--- config.mk ---
export PLATFORM = sky130hd
export DESIGN_NAME = fp_compare_predicates_unit
export DESIGN_NICKNAME = d
export VERILOG_FILES = /design/src/rtl/fpcmp_pkg.sv /design/src/rtl/fpcmp_core.sv /design/src/rtl/fp_compare_predicates_unit.sv
export SDC_FILE = /design/constraint.sdc
export NUM_CORES = 1
export LEC_CHECK = 0
export BUFFER_PORTS_ARGS = -buffer_cell sky130_fd_sc_hd__buf_4
export CAP_MARGIN = 0
export CELL_PAD_IN_SITES_DETAIL_PLACEMENT = 1
export CELL_PAD_IN_SITES_GLOBAL_PLACEMENT = 2
export CORE_MARGIN = 1.5
export CORE_UTILIZATION = 40
export DETAILED_ROUTE_END_ITERATION = 12
export PLACE_DENSITY = 0.92
export SLEW_MARGIN = 10
export SYNTH_ARGS = -nofsm -noshare
export SYNTH_HDL_FRONTEND = slang
export SYNTH_SLANG_ARGS = --single-unit
--- constraint.sdc ---
create_clock -name clk -period 8.85 [get_ports clk]
set_clock_uncertainty 0.15 [all_clocks]
set_input_delay 0.885 -clock clk [delete_from_list [all_inputs] [get_ports clk]]
set_output_delay 0.885 -clock clk [all_outputs]
set_load 0.005 [all_outputs]
--- src/rtl/fpcmp_pkg.sv ---
// Shared types and constants for the floating-point compare unit.
package fpcmp_pkg;
	typedef enum logic [1:0] {
		FMT_HALF   = 2'd0,
		FMT_SINGLE = 2'd1,
		FMT_DOUBLE = 2'd2,
		FMT_RSVD   = 2'd3
	} fmt_t;

	typedef enum logic [3:0] {
		OP_FALSE = 4'd0,
		OP_EQ    = 4'd1,
		OP_GT    = 4'd2,
		OP_GE    = 4'd3,
		OP_LT    = 4'd4,
		OP_LE    = 4'd5,
		OP_NE    = 4'd6,
		OP_ORD   = 4'd7,
		OP_UEQ   = 4'd8,
		OP_UGT   = 4'd9,
		OP_UGE   = 4'd10,
		OP_ULT   = 4'd11,
		OP_ULE   = 4'd12,
		OP_UNE   = 4'd13,
		OP_UNO   = 4'd14,
		OP_TRUE  = 4'd15
	} op_t;

	localparam logic [62:0] EXP_HALF   = 63'h7C00;
	localparam logic [62:0] EXP_SINGLE = 63'h7F80_0000;
	localparam logic [62:0] EXP_DOUBLE = 63'h7FF0_0000_0000_0000;

	typedef struct packed {
		logic uno;
		logic lt;
		logic eq;
	} order_t;

	function automatic logic apply_pred(input logic [3:0] op, input order_t o);
		logic gt;
		logic r;
		gt = !o.lt && !o.eq;
		case (op)
			OP_FALSE: r = 1'b0;
			OP_EQ:    r = !o.uno && o.eq;
			OP_GT:    r = !o.uno && gt;
			OP_GE:    r = !o.uno && (gt || o.eq);
			OP_LT:    r = !o.uno && o.lt;
			OP_LE:    r = !o.uno && (o.lt || o.eq);
			OP_NE:    r = !o.uno && !o.eq;
			OP_ORD:   r = !o.uno;
			OP_UEQ:   r = o.uno || o.eq;
			OP_UGT:   r = o.uno || gt;
			OP_UGE:   r = o.uno || gt || o.eq;
			OP_ULT:   r = o.uno || o.lt;
			OP_ULE:   r = o.uno || o.lt || o.eq;
			OP_UNE:   r = o.uno || !o.eq;
			OP_UNO:   r = o.uno;
			default:  r = 1'b1;
		endcase
		return r;
	endfunction
endpackage

--- src/rtl/fpcmp_core.sv ---
// Three-stage compare datapath: unpack, magnitude compare, predicate.
module fpcmp_core (
	input  logic                 clk,
	input  logic                 arst_n,
	input  logic                 advance,
	input  logic                 in_valid,
	input  fpcmp_pkg::fmt_t      fmt,
	input  logic [3:0]           operation,
	input  logic [63:0]          lhs_bits,
	input  logic [63:0]          rhs_bits,
	output logic                 valid_s3,
	output logic                 holds_s3
);
	import fpcmp_pkg::*;

	logic [62:0] ma, mb, emask;
	logic        sa, sb;

	always_comb begin
		case (fmt)
			FMT_HALF: begin
				ma = {48'd0, lhs_bits[14:0]};
				mb = {48'd0, rhs_bits[14:0]};
				sa = lhs_bits[15];
				sb = rhs_bits[15];
				emask = EXP_HALF;
			end
			FMT_SINGLE: begin
				ma = {32'd0, lhs_bits[30:0]};
				mb = {32'd0, rhs_bits[30:0]};
				sa = lhs_bits[31];
				sb = rhs_bits[31];
				emask = EXP_SINGLE;
			end
			default: begin
				ma = lhs_bits[62:0];
				mb = rhs_bits[62:0];
				sa = lhs_bits[63];
				sb = rhs_bits[63];
				emask = EXP_DOUBLE;
			end
		endcase
	end

	logic [62:0] ma_s1, mb_s1;
	logic        sa_s1, sb_s1, nana_s1, nanb_s1;
	logic [3:0]  op_s1;
	logic        valid_s1;

	always_ff @(posedge clk or negedge arst_n) begin
		if (!arst_n) begin
			valid_s1 <= 1'b0;
		end else if (advance) begin
			valid_s1 <= in_valid;
		end
	end

	always_ff @(posedge clk) begin
		if (advance) begin
			ma_s1   <= ma;
			mb_s1   <= mb;
			sa_s1   <= sa;
			sb_s1   <= sb;
			nana_s1 <= ma > emask;
			nanb_s1 <= mb > emask;
			op_s1   <= operation;
		end
	end

	order_t ord;

	always_comb begin
		ord.uno = nana_s1 || nanb_s1;
		ord.lt  = 1'b0;
		ord.eq  = 1'b0;
		if (!ord.uno) begin
			if (ma_s1 == 63'd0 && mb_s1 == 63'd0) begin
				ord.eq = 1'b1;
			end else if (sa_s1 != sb_s1) begin
				ord.lt = sa_s1;
			end else if (ma_s1 == mb_s1) begin
				ord.eq = 1'b1;
			end else if (!sa_s1) begin
				ord.lt = ma_s1 < mb_s1;
			end else begin
				ord.lt = ma_s1 > mb_s1;
			end
		end
	end

	order_t     ord_s2;
	logic [3:0] op_s2;
	logic       valid_s2;

	always_ff @(posedge clk or negedge arst_n) begin
		if (!arst_n) begin
			valid_s2 <= 1'b0;
			valid_s3 <= 1'b0;
		end else if (advance) begin
			valid_s2 <= valid_s1;
			valid_s3 <= valid_s2;
		end
	end

	always_ff @(posedge clk) begin
		if (advance) begin
			ord_s2   <= ord;
			op_s2    <= op_s1;
			holds_s3 <= apply_pred(op_s2, ord_s2);
		end
	end

	assert property (@(posedge clk) disable iff (!arst_n)
		valid_s2 && !ord_s2.uno |-> !(ord_s2.lt && ord_s2.eq))
		else $error("lt and eq both set");
	assert property (@(posedge clk) disable iff (!arst_n)
		advance |=> valid_s2 == $past(valid_s1))
		else $error("valid lost in stage 2");
	assert property (@(posedge clk) disable iff (!arst_n)
		!advance |=> $stable(valid_s3) && $stable(holds_s3))
		else $error("stage 3 moved while stalled");
endmodule

--- src/rtl/fp_compare_predicates_unit.sv ---
// The result passes through three register stages (unpack, compare, predicate) before out_valid rises.
// Throughput: one compare per cycle while the output is not stalled.
// A stall on the output freezes all stages together.
// Reset: asynchronous, active low; clears valid bits and sets format to double.
// Top level of the IEEE 754 compare unit with sixteen predicates.
module fp_compare_predicates_unit (
	input  logic        clk,
	input  logic        arst_n,
	input  logic        cfg_valid,
	output logic        cfg_ready,
	input  logic [1:0]  format,
	input  logic        in_valid,
	output logic        in_ready,
	input  logic [3:0]  operation,
	input  logic [63:0] lhs_bits,
	input  logic [63:0] rhs_bits,
	output logic        out_valid,
	input  logic        out_ready,
	output logic        holds
);
	import fpcmp_pkg::*;

	fmt_t format_q;
	logic advance;

	assign cfg_ready = 1'b1;
	assign advance   = !out_valid || out_ready;
	assign in_ready  = advance;

	always_ff @(posedge clk or negedge arst_n) begin
		if (!arst_n) begin
			format_q <= FMT_DOUBLE;
		end else if (cfg_valid && cfg_ready) begin
			format_q <= fmt_t'(format);
		end
	end

	fpcmp_core u_core (
		.clk       (clk),
		.arst_n    (arst_n),
		.advance   (advance),
		.in_valid  (in_valid),
		.fmt       (format_q),
		.operation (operation),
		.lhs_bits  (lhs_bits),
		.rhs_bits  (rhs_bits),
		.valid_s3  (out_valid),
		.holds_s3  (holds)
	);

	assert property (@(posedge clk) disable iff (!arst_n)
		out_valid && !out_ready |=> out_valid && $stable(holds))
		else $error("result dropped under stall");
	assert property (@(posedge clk) disable iff (!arst_n)
		in_ready == (!out_valid || out_ready))
		else $error("ready mismatch");
	assert property (@(posedge clk) disable iff (!arst_n)
		cfg_valid |=> format_q == fmt_t'($past(format)))
		else $error("format write lost");
endmodule
==> results of run 1 <==
==> Yosys cell counts (all sizes together) (3+ instances only) <==
cell type    n
edfxtp     142
ha          89
inv         69
and2        64
nor4        50
nor2b       40
a21oi       35
nand4       32
nand2       20
o21ai       16
nor2        15
a21o        11
nand3       11
clkbuf      10
nor3         6
a211oi       5
mux2         5
and3         4
dfrtp        4
nand2b       4
nor4b        4
a31oi        3
o21a         3
==> kinds of logic (layout without fill, tap and decap cells) <==
kind of cell	after synthesis	after routing	share of synthesized area [%]
buffers and inverters	81	245	3.83
AO/OA/AOI/OAI	91	91	7.62
flip-flops	147	147	54.5
adder cells (fa/ha/maj)	89	89	13.8
AND/OR/NAND/NOR	258	258	19.3
other	1	1	0.0465
multiplexers	7	7	0.947
==> layer usage <==
metal	track usage (%)	vias to the layer above	routed length, um
met1	29.2	3039	10200
met3	5.72	55	1460
li1	-	2838	-
met2	42.6	212	12600
met4	10.1	0	826
met5	0	-	0
==> worst max-delay path by stage <==
stage / end / slack [ns] / startpoint
after CTS: u_core.nanb_s1 / 5.45 / format_q[0]
after floorplan: in_ready / 3.41 / out_ready
final: u_core.nana_s1 / 5.49 / format_q[0]
after detailed placement: u_core.nana_s1 / 5.47 / format_q[0]
after global routing: u_core.nanb_s1 / 5.20 / format_q[0]
after global placement: u_core.nana_s1 / 5.68 / format_q[1]
==> area by class of cell <==
class	count	share of cell area [%]
repair buffers	144	10.7
inverters	69	2.57
clock buffers	18	4.26
flip-flops and latches	147	43.6
well taps	265	3.29
clock inverters	14	2.00
multi-input cells	446	33.5
==> power groups by stage <==
stage	logic, W	clock network, W	registers, W
6_report	0.000499	0.000777	0.00102
5_1_grt	0.000553	0.000807	0.00103
4_1_cts	0.000499	0.000783	0.00102
3_5_place_dp	0.000487	0	0.00103
3_3_place_gp	0.000446	0	0.00102
2_1_floorplan	0.000307	0	0.000995
==> worst reg2reg max path: stages (launching register included) <==
cell,delay [ns]
dfrtp_1,0.46
nor2_2,0.61
buf_4,0.35
inv_1,0.20
ha_1,0.35
nor2b_1,0.15
o21a_1,0.16
o21a_1,0.17
o21ai_0,0.19
a21oi_1,0.11
o211a_1,0.23
==> state kept, by name, summed over array words and instances (netlist names) <==
name	flops
u_core.valid_s3	1
u_core.op_s1	4
u_core.ord_s2	3
u_core.nana_s1	1
u_core.mb_s1	63
u_core.sb_s1	1
u_core.ma_s1	63
u_core.valid_s2	1
u_core.sa_s1	1
format_q	2
u_core.valid_s1	1
u_core.op_s2	4
u_core.nanb_s1	1
u_core.holds_s3	1
==> cell usage in the layout, fill, tap and decap left out, types with 3 or more instances in the layout <==
cell,instances
a21o_1,11
buf_4,144
o21ai_0,15
mux2_2,5
ha_1,89
inv_1,69
a211oi_1,4
inv_6,3
o21a_1,3
bufinv_16,4
nand4_1,32
a21oi_1,33
nor3_1,5
a31oi_1,3
nand2b_1,3
and2_1,64
nand3_1,11
nor2b_1,39
nor4b_1,3
nor2_1,14
and3_1,4
nor4_1,48
nand2_1,20
clkinv_4,4
edfxtp_1,142
dfrtp_1,4
clkbuf_16,17
==> stage by stage <==
| step | instances | hold slack (ns) | cell area (sq um) | total power, W | setup slack, ns |
|---|---|---|---|---|---|
| floorplan | 674 | 0.250 | 8060 | 0.00130 | 3.41 |
| global placement | 1071 | 0.255 | 9430 | 0.00147 | 5.68 |
| detailed placement | 1071 | 0.261 | 9430 | 0.00151 | 5.47 |
| CTS | 1103 | 0.0856 | 10100 | 0.00230 | 5.45 |
| global route | 1103 | 0.0878 | 10100 | 0.00239 | 5.20 |
| finish | 1103 | 0.101 | 10100 | 0.00230 | 5.49 |
==> impl_metrics.ini, run 1 <==
[run_status]
outcome = completed

[run]
drv_cap = 0

[synth]
async_reset_ff_share_pct = 3.40
synth_cell_types = 57
synth_ff_type = edfxtp_1
syn_area_sq_um = 8060
synth_top_cell_by_area = edfxtp_1
synth-edff-count = 142
yosysWarnings = 0
synthTopCellsByArea = edfxtp_1, ha_1, and2_1
avgSynthCellArea_sq_um = 12.0
synth_top_area_share_pct = 52.9
synth_fp_nets = 902
synthCells = 674
ys_ff_latch = 147
ys_seq_area_share_pct = 54.5

[cts]
cts_hold_buf = 0
htree_levels = 4
cts.sinks = 147
clock_path_buffers = 2
cts_setup_buffers = 0
ctsResizeCount = 0
clk_pin_slew_worst_paths_ns = 0.06
clock_latency_ns = 0.43
cts_tree = done
cts_buffers = 17
cts-root-buf = clkbuf_16

[layout]
drive_gt1_share_pct = 23.5
multiInputGateArea_sq_um = 3370
area_delta_synth_final_pct = 24.8
n_fill_cell = 2074
final_util_pct = 51.4
final_nets = 1053
seqCellArea_sq_um = 4390
diodes = 0

[setup_path]
r2r_start = format_q[0]
cp.required_ns = 8.89
regToRegSetupSlack_ns = 5.49
max_stage_delay_ns = 0.60
worstRegToRegCells = 10
cp_top_family = compound AO/OA/AOI/OAI gates
crit_cells = 10
startpoint_type = flip-flop
path_cells = nor2_2, buf_4, inv_1, ha_1, nor2b_1, o21a_1, o21a_1, o21ai_0, a21oi_1, o211a_1
cp_data_arrival_time_ns = 3.40
slowest_stage = nor2_2
cp_max_fo = 20
cpMostUsedCell = o21a_1
end_kind = flip-flop
cp_num_buf_inv = 2
rr_endpoint = u_core.nana_s1
worstSetupPathType = reg -> reg

[min_path]
min_path_type = in -> async

[die]
die_h_um = 145
io_pins = 143
start_util_pct = 41.2
coreArea_sq_um = 19600
die_width_um = 145
dieArea_sq_um = 21000
rows = 51

[drt]
firstDrtPassIters = 5
dr_total_vias = 6144
post_drt_wl_per_cell_um = 22.7
drc_errors = 0
vias_per_cell = 5.57
drt-initial-drc-count = 432
drt_wl_total_um = 25100
antenna_left = 0

[pwr]
pwr-share-clk_pct = 33.9
p_per_area_nw_per_um2 = 228
swShare_pct = 30.0
p_sw_w = 0.000688
p_int_w = 0.00161
pwr-share-seq_pct = 44.4
p_comb_share_pct = 21.7
peakVddDrop_mv = 0.136
p_leak_nw = 4.23

[timing]
tns_ns = 0
max_freq_ghz = 0.297
final_max_slew_viol_count = 0
timing_hold_violations_final = 0
rsz0062_at_grt = no
setup_violations = 0
relSlewSlack_pct = 30.0
fin_crit_sh_pct = 38.0
tightest_slew_ns = 1.05
period_minus_slack_ns = 3.36

[grt]
grt_overflow = 0
grt_pass1_vias = 6888
grt_max_degree = 82
grt_pass1_wl_um = 38600
grt_usage_pct = 24.5
grt_antenna_before_repair = 0

[placement]
portBuffers = 141
hpwlAfterDp_um = 19500
place.gp.congestion = 0.876
No activity file was read; power rests on OpenSTA's default activity.
==> inputs of run 2 (changes only) <==
--- a/config.mk
+++ b/config.mk
@@ -10,9 +10,9 @@
 export CELL_PAD_IN_SITES_DETAIL_PLACEMENT = 1
 export CELL_PAD_IN_SITES_GLOBAL_PLACEMENT = 2
 export CORE_MARGIN = 1.5
-export CORE_UTILIZATION = 40
+export CORE_UTILIZATION = 34
 export DETAILED_ROUTE_END_ITERATION = 12
-export PLACE_DENSITY = 0.92
+export PLACE_DENSITY = 0.84
 export SLEW_MARGIN = 10
 export SYNTH_ARGS = -nofsm -noshare
 export SYNTH_HDL_FRONTEND = slang
==> constraint.sdc (replaced) <==
create_clock -name clk -period 2.8 [get_ports clk]
set_clock_uncertainty 0.15 [all_clocks]
set_input_delay 0.28 -clock clk [delete_from_list [all_inputs] [get_ports clk]]
set_output_delay 0.28 -clock clk [all_outputs]
set_load 0.005 [all_outputs]
==> run 2 against run 1 <==
Effect of this change:
- core utilization fell by 5.0 points
- sequential share of layout area fell by 3.2 points
- highest routed layer unchanged
- critical endpoint is now u_core.ord_s2[1]
- largest cell class unchanged
- hold slack got worse by 0.084 ns
- final area rose by 7.9%
- sequential power rose to 3.1 times the previous value
==> impl_metrics.ini, run 2 (synthesis results as in run 1) <==
[layout]
layout_common_cells = buf_4, edfxtp_1, ha_1
n_fill_cell = 2530
diodes = 0
drive_gt1_share_pct = 23.5
final_nets = 1128
reg.largest.list = u_core.ma_s1 x63, u_core.mb_s1 x63
final_common_cell = buf_4
layout.cells.non_filler = 1232
area_delta_synth_final_pct = 34.8

[timing]
rsz0062_at_grt = no
setup_violations = 0
max_freq_ghz = 0.372
timing_hold_violations_final = 0
relSlewSlack_pct = 53.9
tns_ns = 0
hold_slack_ns = 0.0167
final_max_slew_viol_count = 0
period_minus_slack_ns = 2.69
fin_crit_sh_pct = 96.1
tightest_slew_ns = 0.685

[setup_path]
end_kind = flip-flop
slowest_stage = a2111o_1
cp_data_arrival_time_ns = 2.71
cp_max_fo = 3
cp_num_buf_inv = 1
cp_top_family = compound AO/OA/AOI/OAI gates
max_stage_delay_ns = 0.47
startpoint_type = flip-flop
cp.required_ns = 2.82
worstSetupPathType = reg -> reg
path_cells = inv_1, ha_1, a21oi_2, o21ai_1, a221o_1, a2111o_1, a211oi_2, and3_1, nor3_2

[die]
die_width_um = 157
io_pins = 143
dieArea_sq_um = 24600
coreArea_sq_um = 23400
rows = 56
die_h_um = 157
start_util_pct = 34.4

[pwr]
p_leak_nw = 4.56
p_per_area_nw_per_um2 = 664
power.total_w = 0.00721
peakVddDrop_mv = 0.331

[grt]
grt_pass1_wl_um = 38500
grt_usage_pct = 21.6
grt_antenna_before_repair = 1
grt_max_degree = 68
grt_pass1_vias = 6612
grt_overflow = 0

[drt]
dr_total_vias = 6199
drc_errors = 0
drt_wl_total_um = 25700
vias_per_cell = 5.03
drt-initial-drc-count = 327
post_drt_wl_per_cell_um = 20.8
antenna_left = 0
firstDrtPassIters = 4

[placement]
hpwlAfterDp_um = 19200
place_inst = 1141
place.gp.congestion = 0.870
portBuffers = 141

[min_path]
min_path_type = in -> reg

[run]
drv_cap = 0

[cts]
htree_levels = 4
clk_pin_slew_worst_paths_ns = 0.06
cts.sinks = 147
cts-root-buf = clkbuf_16
clock_latency_ns = 0.42
cts_tree = done
cts_buffers = 17
clock_path_buffers = 2

[run_status]
outcome = completed
## run 2: cell types whose count changed in the layout (fill, tap and decap cells not counted), sizes merged
cell,change
clkbuf,+1
dlygate4sd3,+58
inv,-2
bufinv,-1
buf,+17
clkinvlp,+2
## run 2: stage by stage
stage | cell area [sq um] | setup slack [ns] | utilization [%]
2_1_floorplan | 8080 | 0.0215 | -
3_3_place_gp | 9670 | 0.158 | 41.3
3_5_place_dp | 9670 | 0.0745 | 41.3
4_1_cts | 10800 | 0.0660 | 46.3
5_1_grt | 10900 | 0.0149 | 46.4
6_report | 10900 | 0.110 | 46.4
## run 2: worst reg2reg max path, delay by kind of cell (launching register included)
kind	cells	cell delay, ns
simple gates	2	0.27
compound gates	5	1.28
buf+inv	1	0.05
fa+ha+maj	1	0.33
flops	1	0.34
## run 2: path summary, 6_finish.rpt
check	from	slack (ns)	cells after the start	to
setup reg to reg	u_core.mb_s1[50]	0.11	9	u_core.ord_s2[1]
hold reg to reg	u_core.op_s1[2]	0.27	0	u_core.op_s2[2]
setup / recovery	u_core.mb_s1[50]	0.11	9	u_core.ord_s2[1]
hold / removal	lhs_bits[18]	0.02	2	u_core.ma_s1[18]
max in group asynchronous	arst_n	2.25	2	format_q[1]
min in group asynchronous	arst_n	0.05	2	u_core.valid_s3
## run 2: routing by layer
layer | wire length [um] | vias up | GRT usage [%] | share of wire, %
met3 | 991 | 18 | 3.28 | 3.9
li1 | - | 2984 | - | -
met1 | 11500 | 3047 | 27.8 | 45
met5 | 0 | - | 0 | 0
met4 | 367 | 0 | 7.21 | 1.4
met2 | 12800 | 150 | 37.0 | 50
## run 2: final cells by class
cell class                 count  area (sq um)  area share [%]
clock buffer                  19           433            3.99
inverter                      69           263            2.42
sequential                   147          4390            40.4
multi-input combinational    446          3390            31.2
tap                          319           399            3.67
clock inverter                13           158            1.45
timing repair buffer         219          1830            16.9
## run 2: what timing repair did
action                     CTS  global route
setup endpoints to repair    0             2
hold buffers                58             0
buffers inserted             0             1
hold endpoints to repair    60             0
gates resized for setup      0             4
## run 2: power breakdown
| part | leakage, nW | total (W) | switching [W] | internal, W |
|---|---|---|---|---|
| combinational | 2.74 | 0.00168 | 0.000921 | 0.000761 |
| sequential | 1.53 | 0.00320 | 0.000293 | 0.00291 |
| clock | 0.281 | 0.00233 | 0.000934 | 0.00140 |
==> inputs of run 3 (changes only) <==
--- a/config.mk
+++ b/config.mk
@@ -5,14 +5,16 @@
 export SDC_FILE = /design/constraint.sdc
 export NUM_CORES = 1
 export LEC_CHECK = 0
+export ABC_AREA = 1
 export BUFFER_PORTS_ARGS = -buffer_cell sky130_fd_sc_hd__buf_4
 export CAP_MARGIN = 0
 export CELL_PAD_IN_SITES_DETAIL_PLACEMENT = 1
 export CELL_PAD_IN_SITES_GLOBAL_PLACEMENT = 2
 export CORE_MARGIN = 1.5
-export CORE_UTILIZATION = 34
+export CORE_UTILIZATION = 31
 export DETAILED_ROUTE_END_ITERATION = 12
-export PLACE_DENSITY = 0.84
+export PLACE_DENSITY = 0.83
+export REMOVE_ABC_BUFFERS = 1
 export SLEW_MARGIN = 10
 export SYNTH_ARGS = -nofsm -noshare
 export SYNTH_HDL_FRONTEND = slang
==> run 3 against run 2 <==
Effect of this change:
- routed wire length is 7.7% higher
- sequential share of layout area is 2.9 points lower
- global-route usage is 2.1 points lower
- clock-buffer cell count is 1 lower
- critical path type unchanged
- highest routed layer unchanged
==> impl_metrics.ini, run 3 <==
[synth]
synth_ff_type = edfxtp_1
synth_cell_types = 35
async_reset_ff_share_pct = 3.40
synth_commonest_cells = nand2_1, inv_1, nor2_1
synth-edff-count = 142
synthTopCellsByArea = edfxtp_1, ha_1, nand2_1
ys_seq_area_share_pct = 49.9
synth_top_area_share_pct = 48.5
synth_top_cell_by_area = edfxtp_1
syn_area_sq_um = 8800
yosysWarnings = 0
synthCells = 1006
yosysMostFrequentCell = nand2_1
avgSynthCellArea_sq_um = 8.74
ys_ff_latch = 147

[layout]
final_nets = 1471
drive_gt1_share_pct = 15.1
final_common_cell = nand2_1
multiInputGateArea_sq_um = 3540
fin_area_sq_um = 11700
diodes = 0
reg.largest.list = u_core.ma_s1 x63, u_core.mb_s1 x63
area_delta_synth_final_pct = 33.1
layout_common_cells = nand2_1, inv_1, nor2_1
n_fill_cell = 3286
seqCellArea_sq_um = 4390

[cts]
cts_tree = done
clk_pin_slew_worst_paths_ns = 0.07
clock_path_buffers = 2
cts_buffers = 17
cts_setup_buffers = 0
cts-root-buf = clkbuf_16
cts.sinks = 147
htree_levels = 4
clock_latency_ns = 0.43

[pwr]
p_comb_share_pct = 27.5
p_sw_w = 0.00251
p_int_w = 0.00489
pwr-share-seq_pct = 42.2
peakVddDrop_mv = 0.426
pwr-share-clk_pct = 30.3
swShare_pct = 34.0
p_per_area_nw_per_um2 = 632
p_leak_nw = 5.75

[setup_path]
cp_data_arrival_time_ns = 2.71
startpoint_type = flip-flop
slowest_stage = dfrtp_1
regToRegSetupSlack_ns = 0.21
r2r_start = format_q[0]
end_kind = flip-flop
path_cells = nor2_8, buf_4, nor2_1, ha_1, nand2_1, inv_1, nand3_1, nor3_1, o21ai_0, nand3_1, nand2_1, a21oi_1
worstRegToRegCells = 12
worstSetupPathType = reg -> reg
max_stage_delay_ns = 0.44
rr_endpoint = u_core.nana_s1
cp_max_fo = 21
cp.required_ns = 2.92

[timing]
tightest_slew_ns = 0.776
fin_crit_sh_pct = 92.6
rsz0062_at_grt = no
max_freq_ghz = 0.386
period_minus_slack_ns = 2.59
relSlewSlack_pct = 48.3
final_max_slew_viol_count = 0
timing_hold_violations_final = 0
hold_slack_ns = 0.00329
setup_violations = 0

[grt]
grt_max_degree = 55
grt_overflow = 0
grt_pass1_vias = 8027
grt_pass1_wl_um = 42700
grt_antenna_before_repair = 0
grt_usage_pct = 19.4

[min_path]
hold_start = lhs_bits[39]
hold_path_end = u_core.ma_s1[39]
whs_path_depth = 3
min_path_type = in -> reg

[placement]
hpwlAfterDp_um = 21200
portBuffers = 141
place.gp.congestion = 0.827
placed_cell_area_sq_um = 10300

[die]
coreArea_sq_um = 27900
dieArea_sq_um = 29400
start_util_pct = 31.6
die_h_um = 171
io_pins = 143
rows = 61
die_width_um = 171

[drt]
dr_total_vias = 7489
drc_errors = 0
post_drt_wl_per_cell_um = 16.9
antenna_left = 0
firstDrtPassIters = 4
vias_per_cell = 4.58
drt-initial-drc-count = 395
drt_wl_total_um = 27600

[run]
drv_cap = 0

[run_status]
outcome = completed
==> run 3: timing repair <==
action / 4_1_cts / 5_1_grt
resized for setup: 0 / 1
setup endpoints to repair: 0 / 1
hold buffers: 81 / 0
hold endpoints to repair: 85 / 0
==> run 3: how the worst max path moves through the flow <==
stage | startpoint | to | cells past startpoint
floorplan | u_core.valid_s3 | u_core.valid_s1 | 2
global placement | format_q[0] | u_core.nana_s1 | 10
detailed placement | format_q[1] | u_core.nana_s1 | 11
CTS | format_q[0] | u_core.nana_s1 | 12
global route | format_q[0] | u_core.nana_s1 | 12
finish | format_q[0] | u_core.nana_s1 | 12
==> run 3: critical path: cells and delay by family, from the launching register on <==
family                   cells  cell delay [ns]
buffers and inverters        2             0.36
AND/OR/NAND/NOR              7             0.86
flip-flops                   1             0.44
adder cells (fa/ha/maj)      1             0.32
AO/OA/AOI/OAI                2             0.29
==> run 3: stage by stage <==
step,setup TNS (ns),instances,power [W],utilization [%],worst slack [ns]
3_3_place_gp,0,1521,0.00503,37.1,0.308
5_1_grt,0,1634,0.00783,42.0,0.00687
2_1_floorplan,-193.14,994,0.00433,-,-1.47
4_1_cts,0,1634,0.00744,42.0,0.191
3_5_place_dp,0,1521,0.00510,37.1,0.259
6_report,0,1634,0.00740,42.0,0.206
==> run 3: kinds of logic after synthesis <==
family | Yosys count | synth area share, %
fa+ha+maj | 89 | 12.7
mux | 1 | 0.128
other cells | 1 | 0.0426
simple gates | 478 | 23.0
compound gates | 68 | 4.34
buf+inv | 222 | 9.88
flops | 147 | 49.9
==> run 3: cell type report <==
cell class                      count  share of cell area, %
Timing Repair Buffer              230                   16.7
Inverter                          210                   6.73
Clock inverter                     14                   1.02
Tap cell                          378                   4.04
Multi-Input combinational cell    637                   30.3
Clock buffer                       18                   3.75
Sequential cell                   147                   37.5
==> run 3: power by group through the flow <==
stage | registers (W) | clock network (W) | logic [W]
after detailed placement | 0.00317 | 0 | 0.00194
after global placement | 0.00316 | 0 | 0.00187
after global routing | 0.00316 | 0.00235 | 0.00232
final | 0.00312 | 0.00224 | 0.00204
after CTS | 0.00312 | 0.00227 | 0.00205
after floorplan | 0.00314 | 0 | 0.00118
==> run 3: layer usage <==
layer	global-route usage (%)	vias to the layer above	part of all wire [%]
met5	0	-	0
met4	4.96	0	1.8
met3	3.13	22	3.4
met2	34.7	151	50
met1	24.2	3562	45
li1	-	3754	-
